### src/rtl/core/md5_pkg.sv
// md5_pkg: shared types, constants and round tables for the md5 stream hasher
// no dependencies
`default_nettype none
package md5_pkg;

    localparam logic [31:0] INIT_A = 32'h67452301;
    localparam logic [31:0] INIT_B = 32'hefcdab89;
    localparam logic [31:0] INIT_C = 32'h98badcfe;
    localparam logic [31:0] INIT_D = 32'h10325476;
    localparam logic [7:0]  PAD_MARK = 8'h80;
    localparam int unsigned LEN_POS = 56;

    typedef struct packed {
        logic [7:0] data_byte;
        logic       has_byte;
        logic       end_of_message;
    } t_in_item;

    typedef struct packed {
        logic [31:0] digest_word;
        logic [1:0]  word_number;
        logic        last_word;
    } t_out_item;

    typedef enum logic [2:0] {
        ST_IDLE,
        ST_ROUND,
        ST_FOLD,
        ST_PAD,
        ST_OUT
    } t_state;

    // byte source for a store write
    typedef enum logic [1:0] {
        SRC_INPUT,
        SRC_MARK,
        SRC_ZERO,
        SRC_LEN
    } t_byte_src;

    typedef struct packed {
        logic      take_item;    // accept input item, count its byte (if any) in length
        logic      put_byte;     // write one byte at fill position
        t_byte_src byte_src;
        logic      round_start;  // load working regs from chain
        logic      round_step;   // one compression round
        logic      fold;         // add working regs into chain
        logic      snap_len;     // latch bit length for padding
        logic      clear_all;    // return to initial values
        logic      out_load;     // load output register with word
        logic [1:0] out_sel;
    } t_cmd;

    typedef struct packed {
        logic [5:0] fill;
        logic [5:0] round;
    } t_status;

    function automatic logic [31:0] round_add(input logic [5:0] r);
        logic [31:0] k [64];
        k = '{
            32'hd76aa478, 32'he8c7b756, 32'h242070db, 32'hc1bdceee,
            32'hf57c0faf, 32'h4787c62a, 32'ha8304613, 32'hfd469501,
            32'h698098d8, 32'h8b44f7af, 32'hffff5bb1, 32'h895cd7be,
            32'h6b901122, 32'hfd987193, 32'ha679438e, 32'h49b40821,
            32'hf61e2562, 32'hc040b340, 32'h265e5a51, 32'he9b6c7aa,
            32'hd62f105d, 32'h02441453, 32'hd8a1e681, 32'he7d3fbc8,
            32'h21e1cde6, 32'hc33707d6, 32'hf4d50d87, 32'h455a14ed,
            32'ha9e3e905, 32'hfcefa3f8, 32'h676f02d9, 32'h8d2a4c8a,
            32'hfffa3942, 32'h8771f681, 32'h6d9d6122, 32'hfde5380c,
            32'ha4beea44, 32'h4bdecfa9, 32'hf6bb4b60, 32'hbebfbc70,
            32'h289b7ec6, 32'heaa127fa, 32'hd4ef3085, 32'h04881d05,
            32'hd9d4d039, 32'he6db99e5, 32'h1fa27cf8, 32'hc4ac5665,
            32'hf4292244, 32'h432aff97, 32'hab9423a7, 32'hfc93a039,
            32'h655b59c3, 32'h8f0ccc92, 32'hffeff47d, 32'h85845dd1,
            32'h6fa87e4f, 32'hfe2ce6e0, 32'ha3014314, 32'h4e0811a1,
            32'hf7537e82, 32'hbd3af235, 32'h2ad7d2bb, 32'heb86d391
        };
        return k[r];
    endfunction

    function automatic logic [4:0] rot_amount(input logic [5:0] r);
        logic [4:0] s [16];
        s = '{5'd7, 5'd12, 5'd17, 5'd22, 5'd5, 5'd9, 5'd14, 5'd20,
              5'd4, 5'd11, 5'd16, 5'd23, 5'd6, 5'd10, 5'd15, 5'd21};
        return s[{r[5:4], r[1:0]}];
    endfunction

    function automatic logic [3:0] word_index(input logic [5:0] r);
        logic [3:0] i;
        i = r[3:0];
        case (r[5:4])
            2'd0: word_index = i;
            2'd1: word_index = 4'((i << 2) + i + 4'd1);
            2'd2: word_index = 4'((i << 1) + i + 4'd5);
            default: word_index = 4'((i << 3) - i);
        endcase
    endfunction

endpackage
`default_nettype wire

### src/rtl/core/md5_ctrl.sv
// md5_ctrl: sequencer for byte intake, padding, 64 rounds and digest output
// depends on md5_pkg
`default_nettype none
module md5_ctrl (
    input  wire                 i_clk,
    input  wire                 i_rst_n,
    input  wire                 i_in_valid,
    output logic                o_in_stall,
    input  md5_pkg::t_in_item   i_in_item,
    output logic                o_out_valid,
    input  wire                 i_out_stall,
    output md5_pkg::t_cmd       o_cmd,
    input  md5_pkg::t_status    i_status
);

    md5_pkg::t_state r_state, n_state;
    logic            r_final, n_final;     // padding pending after compression
    logic            r_len_done, n_len_done;
    logic [1:0]      r_word, n_word;
    logic            r_out_valid, n_out_valid;
    logic            r_mark_done, n_mark_done;
    logic            r_len_ok, n_len_ok;   // length bytes go into the current pad block
    logic            accept, out_take;
    logic            len_zone;

    assign o_in_stall  = (r_state != md5_pkg::ST_IDLE);
    assign accept      = i_in_valid && !o_in_stall;
    assign o_out_valid = r_out_valid;
    assign out_take    = r_out_valid && !i_out_stall;
    assign len_zone    = (i_status.fill >= 6'(md5_pkg::LEN_POS));

    // next state
    always_comb begin
        n_state     = r_state;
        n_final     = r_final;
        n_len_done  = r_len_done;
        n_word      = r_word;
        n_out_valid = r_out_valid;
        n_mark_done = r_mark_done;
        n_len_ok    = r_len_ok;
        case (r_state)
            md5_pkg::ST_IDLE: begin
                if (accept) begin
                    n_final     = i_in_item.end_of_message;
                    n_len_done  = 1'b0;
                    n_mark_done = 1'b0;
                    if (i_in_item.has_byte && i_status.fill == 6'd63) begin
                        n_state = md5_pkg::ST_ROUND;
                    end else if (i_in_item.end_of_message) begin
                        n_state = md5_pkg::ST_PAD;
                    end
                end
            end
            md5_pkg::ST_ROUND: begin
                if (i_status.round == 6'd63) begin
                    n_state = md5_pkg::ST_FOLD;
                end
            end
            md5_pkg::ST_FOLD: begin
                if (!r_final) begin
                    n_state = md5_pkg::ST_IDLE;
                end else if (r_len_done) begin
                    n_state     = md5_pkg::ST_OUT;
                    n_word      = 2'd0;
                    n_out_valid = 1'b0;
                end else begin
                    n_state = md5_pkg::ST_PAD;
                end
            end
            md5_pkg::ST_PAD: begin
                n_mark_done = 1'b1;
                // marker in the last slot leaves a fresh block for the length
                if (!r_mark_done) begin
                    n_len_ok = (i_status.fill < 6'(md5_pkg::LEN_POS))
                               || (i_status.fill == 6'd63);
                end
                if (i_status.fill == 6'd63) begin
                    n_state = md5_pkg::ST_ROUND;
                    if (r_mark_done) begin
                        if (r_len_ok) begin
                            n_len_done = 1'b1;
                        end else begin
                            n_len_ok = 1'b1;
                        end
                    end
                end
            end
            md5_pkg::ST_OUT: begin
                if (!r_out_valid || out_take) begin
                    if (r_out_valid && r_word == 2'd3) begin
                        n_out_valid = 1'b0;
                        n_state     = md5_pkg::ST_IDLE;
                    end else begin
                        n_out_valid = 1'b1;
                        if (r_out_valid) n_word = r_word + 2'd1;
                    end
                end
            end
            default: n_state = md5_pkg::ST_IDLE;
        endcase
    end

    // outputs
    always_comb begin
        o_cmd = '0;
        o_cmd.byte_src = md5_pkg::SRC_INPUT;
        o_cmd.out_sel  = n_word;
        case (r_state)
            md5_pkg::ST_IDLE: begin
                o_cmd.take_item = accept;
                o_cmd.put_byte  = accept && i_in_item.has_byte;
                o_cmd.snap_len  = accept;
                o_cmd.round_start = accept && i_in_item.has_byte
                                    && i_status.fill == 6'd63;
            end
            md5_pkg::ST_ROUND: begin
                o_cmd.round_step = 1'b1;
            end
            md5_pkg::ST_FOLD: begin
                o_cmd.fold = 1'b1;
            end
            md5_pkg::ST_PAD: begin
                o_cmd.put_byte = 1'b1;
                if (!r_mark_done) begin
                    o_cmd.byte_src = md5_pkg::SRC_MARK;
                end else if (len_zone && r_len_ok) begin
                    o_cmd.byte_src = md5_pkg::SRC_LEN;
                end else begin
                    o_cmd.byte_src = md5_pkg::SRC_ZERO;
                end
                o_cmd.round_start = (i_status.fill == 6'd63);
            end
            md5_pkg::ST_OUT: begin
                o_cmd.out_load  = !r_out_valid || out_take;
                o_cmd.clear_all = out_take && r_word == 2'd3;
            end
            default: o_cmd.put_byte = 1'b0;
        endcase
    end

    always_ff @(posedge i_clk) begin
        if (!i_rst_n) begin
            r_state     <= md5_pkg::ST_IDLE;
            r_final     <= 1'b0;
            r_len_done  <= 1'b0;
            r_word      <= 2'd0;
            r_out_valid <= 1'b0;
            r_mark_done <= 1'b0;
            r_len_ok    <= 1'b0;
        end else begin
            r_state     <= n_state;
            r_final     <= n_final;
            r_len_done  <= n_len_done;
            r_word      <= n_word;
            r_out_valid <= n_out_valid;
            r_mark_done <= n_mark_done;
            r_len_ok    <= n_len_ok;
        end
    end

endmodule
`default_nettype wire

### src/rtl/core/md5_dpath.sv
// md5_dpath: block store, length counter, round unit and chaining words
// depends on md5_pkg
`default_nettype none
module md5_dpath (
    input  wire                 i_clk,
    input  wire                 i_rst_n,
    input  md5_pkg::t_in_item   i_in_item,
    input  md5_pkg::t_cmd       i_cmd,
    output md5_pkg::t_status    o_status,
    output md5_pkg::t_out_item  o_out_item
);

    logic [31:0] r_store [16];   // block as 16 little-endian words
    logic [5:0]  r_fill;
    logic [63:0] r_bits;
    logic [63:0] r_len;
    logic [31:0] r_chain [4];
    logic [31:0] r_a, r_b, r_c, r_d;
    logic [5:0]  r_round;
    md5_pkg::t_out_item r_out;

    logic [7:0]  wr_byte;
    logic [31:0] mix, sum, rot, w;
    logic [3:0]  widx;
    logic [4:0]  sh;
    logic [2:0]  lsel;

    assign lsel = r_fill[2:0];

    always_comb begin
        case (i_cmd.byte_src)
            md5_pkg::SRC_INPUT: wr_byte = i_in_item.data_byte;
            md5_pkg::SRC_MARK:  wr_byte = md5_pkg::PAD_MARK;
            md5_pkg::SRC_LEN:   wr_byte = r_len[8*lsel +: 8];
            default:            wr_byte = 8'h00;
        endcase
    end

    // round logic
    always_comb begin
        case (r_round[5:4])
            2'd0: mix = r_d ^ (r_b & (r_c ^ r_d));
            2'd1: mix = r_c ^ (r_d & (r_b ^ r_c));
            2'd2: mix = r_b ^ r_c ^ r_d;
            default: mix = r_c ^ (r_b | ~r_d);
        endcase
        widx = md5_pkg::word_index(r_round);
        w    = r_store[widx];
        sh   = md5_pkg::rot_amount(r_round);
        sum  = r_a + mix + md5_pkg::round_add(r_round) + w;
        rot  = (sum << sh) | (sum >> (6'd32 - {1'b0, sh}));
    end

    assign o_status.fill       = r_fill;
    assign o_status.round      = r_round;
    assign o_out_item          = r_out;

    always_ff @(posedge i_clk) begin
        if (i_cmd.put_byte) begin
            r_store[r_fill[5:2]][{r_fill[1:0], 3'b000} +: 8] <= wr_byte;
        end
        if (i_cmd.round_start) begin
            r_a <= r_chain[0];
            r_b <= r_chain[1];
            r_c <= r_chain[2];
            r_d <= r_chain[3];
        end else if (i_cmd.round_step) begin
            r_a <= r_d;
            r_d <= r_c;
            r_c <= r_b;
            r_b <= r_b + rot;
        end
        if (i_cmd.out_load) begin
            r_out.digest_word <= r_chain[i_cmd.out_sel];
            r_out.word_number <= i_cmd.out_sel;
            r_out.last_word   <= (i_cmd.out_sel == 2'd3);
        end
        if (i_cmd.snap_len) begin
            r_len <= r_bits + (i_in_item.has_byte ? 64'd8 : 64'd0);
        end
    end

    always_ff @(posedge i_clk) begin
        if (!i_rst_n || i_cmd.clear_all) begin
            r_fill     <= '0;
            r_bits     <= '0;
            r_round    <= '0;
            r_chain[0] <= md5_pkg::INIT_A;
            r_chain[1] <= md5_pkg::INIT_B;
            r_chain[2] <= md5_pkg::INIT_C;
            r_chain[3] <= md5_pkg::INIT_D;
        end else begin
            if (i_cmd.put_byte) r_fill <= r_fill + 6'd1;
            if (i_cmd.take_item && i_in_item.has_byte) r_bits <= r_bits + 64'd8;
            if (i_cmd.round_step) r_round <= r_round + 6'd1;
            if (i_cmd.fold) begin
                r_chain[0] <= r_chain[0] + r_a;
                r_chain[1] <= r_chain[1] + r_b;
                r_chain[2] <= r_chain[2] + r_c;
                r_chain[3] <= r_chain[3] + r_d;
            end
        end
    end

endmodule
`default_nettype wire

### src/rtl/core/md5_stream_hasher.sv
// md5_stream_hasher: at most one message byte per item, md5 digest out as four words
// an item that fills a block stalls input through the 64 rounds and the fold
// end of message: padding bytes one a cycle, each 64th followed by compression
// (one or two blocks), the output register load, then four digest items one a cycle
// when not stalled; other items are taken one a cycle while idle
// reset: synchronous active low, chain words to md5 initial values, counters cleared
`default_nettype none
module md5_stream_hasher (
    input  wire                 i_clk,
    input  wire                 i_rst_n,
    input  wire                 i_in_valid,
    output logic                o_in_stall,
    input  md5_pkg::t_in_item   i_in_item,
    output logic                o_out_valid,
    input  wire                 i_out_stall,
    output md5_pkg::t_out_item  o_out_item
);

    md5_pkg::t_cmd    cmd;
    md5_pkg::t_status status;

    md5_ctrl u_ctrl (
        .i_clk       (i_clk),
        .i_rst_n     (i_rst_n),
        .i_in_valid  (i_in_valid),
        .o_in_stall  (o_in_stall),
        .i_in_item   (i_in_item),
        .o_out_valid (o_out_valid),
        .i_out_stall (i_out_stall),
        .o_cmd       (cmd),
        .i_status    (status)
    );

    md5_dpath u_dpath (
        .i_clk      (i_clk),
        .i_rst_n    (i_rst_n),
        .i_in_item  (i_in_item),
        .i_cmd      (cmd),
        .o_status   (status),
        .o_out_item (o_out_item)
    );

endmodule
`default_nettype wire

### config.mk
export PLATFORM = sky130hd
export DESIGN_NAME = md5_stream_hasher
export DESIGN_NICKNAME = d
export VERILOG_FILES = /design/src/rtl/core/md5_pkg.sv /design/src/rtl/core/md5_ctrl.sv /design/src/rtl/core/md5_dpath.sv /design/src/rtl/core/md5_stream_hasher.sv
export SDC_FILE = /design/constraint.sdc
export NUM_CORES = 2
export LEC_CHECK = 0
export CAP_MARGIN = 40
export CORE_MARGIN = 3
export CORE_UTILIZATION = 55
export DETAILED_ROUTE_END_ITERATION = 8
export DONT_BUFFER_PORTS = 1
export PLACE_DENSITY = 0.8
export SLEW_MARGIN = 20
export SYNTH_ARGS = -nofsm -noshare
export SYNTH_HDL_FRONTEND = slang
export SYNTH_SLANG_ARGS = --single-unit
### constraint.sdc
create_clock -name i_clk -period 12.7 [get_ports i_clk]
set_clock_uncertainty 0.1 [all_clocks]
set_input_delay 3.175 -clock i_clk [delete_from_list [all_inputs] [get_ports i_clk]]
set_output_delay 3.175 -clock i_clk [all_outputs]
set_load 0.02 [all_outputs]
==> impl_metrics.json <==
{
  "synth_top_area_share": 0.446,
  "hp-class": "flip-flop to flip-flop",
  "clk_latency_ns": 0.70,
  "ioPinCount": 51,
  "antenna_found_initial": 8,
  "crit_path_top_delay_cell": "mux4_2",
  "grt-ovfl-total": 0,
  "crit_top_cell": "fa_1",
  "worstPathMaxFanout": 19,
  "syn_inst": 5494,
  "grt_pass1_wl_um": 283000,
  "drt_iter0_markers": 6910,
  "tns_ns": 0,
  "avgSynthCellArea_um2": 10.6,
  "hold_buffers": 0,
  "clk_pin_slew_worst_paths_ns": 0.07,
  "drt_first_pass_iters": 9,
  "period_share": 0.966,
  "ys_seq_area_frac": 0.474,
  "vias": 47491,
  "worst_slew_pin_slew_ns": 0.994,
  "cts_buffers": 98,
  "track_usage": 0.336,
  "clockBufferDepth": 3,
  "cp.arrival_ns": 12.59,
  "max_cap_violations": 0,
  "ys_async_sr_fraction": 0,
  "yosysTopAreaCell": "edfxtp_1",
  "cts_sinks": 947,
  "htree_levels": 3,
  "synth_nets": 5799,
  "routedWlPerCell_um": 27.5,
  "start_util": 0.559,
  "drv_slew": 0,
  "cts_root_buf": "clkbuf_16",
  "finalNetCount": 5809,
  "ant_nets": 0,
  "fin_crit_ns": 12.27,
  "crit_type": "flip-flop to flip-flop",
  "synthFlopType": "edfxtp_1",
  "hold_viol": 0,
  "wirelength_um": 192000,
  "dp_hpwl_um": 136000,
  "violations": "DRC",
  "rsz0062_at_grt": "no",
  "die-width_um": 331,
  "dieArea_mm2": 0.110,
  "max_slew_margin": 0.318,
  "synth_area_leaders": "edfxtp_1, mux4_2, ha_1",
  "grt_max_degree": 109,
  "area_growth_pct": 10.3,
  "cts_tree": "built",
  "fmax_ghz": 0.0815,
  "num_rows": 118,
  "cp-start-kind": "flip-flop",
  "ys_warn_count": 0,
  "port_buffers": 0,
  "status": "finished, violations left",
  "ys_ff_latch": 947,
  "netlist_area_mm2": 0.0582,
  "fillers": 8029,
  "die_h_um": 331,
  "grt_pass1_vias": 44812,
  "core_area_mm2": 0.104,
  "critical_path.max_stage_delay_ns": 0.58,
  "drcViolationCount": 3,
  "setup_viol": 0,
  "critPathRequiredTime_ns": 13.02,
  "drive_gt1_frac": 0.118,
  "synth_cell_type_count": 88,
  "via_per_inst": 6.81,
  "worstSetupEndpointType": "flip-flop",
  "routabilityCongestion": 1.07,
  "synth_edf_count": 864
}
[path summary, 6_finish.rpt]
kind | start | end | slack [ns] | cells after the start
worst min register to register | u_ctrl.r_len_ok | u_ctrl.r_len_ok | 0.39 | 2
worst max-delay path | u_dpath.r_round[1] | u_dpath.r_b[30] | 0.43 | 39
worst min-delay path | u_ctrl.r_len_ok | u_ctrl.r_len_ok | 0.39 | 2
worst max register to register | u_dpath.r_round[1] | u_dpath.r_b[30] | 0.43 | 39
[layer usage]
layer  wire length [µm]  up-vias  part of all wire  track usage
met1              70100    23041              0.36        0.434
met3              21200      705              0.11       0.0735
met2              86700     3282              0.45        0.522
met4              13900       10             0.073        0.201
li1                   -    20453                 -            -
met5                 75        -           0.00039            0
[synth_stat cells (all sizes together) (55+ instances only)]
cell,n
edfxtp,864
nand2,716
nor2,477
a21oi,303
o21ai,302
clkbuf,239
inv,224
ha,220
mux4,162
xor2,156
nand3,145
xnor2,141
a31oi,135
nor3,108
a211oi,101
mux2i,99
a21o,87
dfxtp,83
fa,71
buf,67
and2,57
nor2b,55
[metrics by stage]
step / cells / hold WS (ns) / util / cell area [µm²] / setup WS (ns)
4_1_cts: 6924 / 0.390 / 0.612 / 63800 / 0.468
3_3_place_gp: 6668 / 0.353 / 0.573 / 59700 / 0.743
5_1_grt: 6970 / 0.464 / 0.616 / 64200 / 0.0431
6_report: 6973 / 0.393 / 0.616 / 64200 / 0.433
3_5_place_dp: 6739 / 0.371 / 0.579 / 60400 / 0.625
2_1_floorplan: 5494 / 0.341 / - / 58200 / 1.11
[sequential cells by signal (all words and copies together) (netlist names), 2 cells and up]
register,flops
u_ctrl.r_state,3
u_ctrl.r_word,2
u_dpath.o_out_item,35
u_dpath.r_a,32
u_dpath.r_b,32
u_dpath.r_bits,61
u_dpath.r_c,32
u_dpath.r_chain,128
u_dpath.r_d,32
u_dpath.r_fill,6
u_dpath.r_len,61
u_dpath.r_round,6
u_dpath.r_store,512
[worst max-delay path, delay by kind of cell, from the launching register on]
kind	cells	cell delay, ns
adders and majority gates	7	2.81
DFF	1	0.33
muxes	4	1.49
and+or+nand+nor	3	0.36
AOI/OAI and AO/OA	16	4.79
buffers and inverters	5	1.04
xor gates and xnor gates	4	0.98
[kinds of logic after synthesis]
group / synth area share
AND/OR/NAND/NOR: 0.140
AO/OA/AOI/OAI: 0.140
flip-flops: 0.474
buffers and inverters: 0.0347
adder cells (fa/ha/maj): 0.0770
multiplexers: 0.0894
XOR/XNOR: 0.0455
[cells in the final DEF, fill, tap and decap left out, types with 136 or more instances in the layout]
| cell | count |
|---|---|
| inv_1 | 218 |
| buf_4 | 189 |
| a21oi_1 | 302 |
| o21ai_0 | 293 |
| xor2_1 | 156 |
| nor2_1 | 474 |
| ha_1 | 220 |
| edfxtp_1 | 864 |
| nand2_1 | 714 |
| nand3_1 | 145 |
| xnor2_1 | 136 |
| mux4_2 | 162 |
[cell type report]
class	count	area, µm²	area share
clock inverters	66	769	0.0120
repair buffers	216	1850	0.0288
well taps	1380	1730	0.0269
diodes	4	10.0	0.000156
inverters	226	848	0.0132
multi-input cells	4015	28700	0.447
flip-flops and latches	947	27600	0.430
clock buffers	119	2650	0.0413
[timing repair]
action	in CTS	in global routing
setup buffers	0	0
setup endpoints to repair	0	2
gates resized for setup	0	4
Power is left out: the tool's default activity adds up to more than one toggle a clock period on the data nets, which glitch-free logic cannot reach.
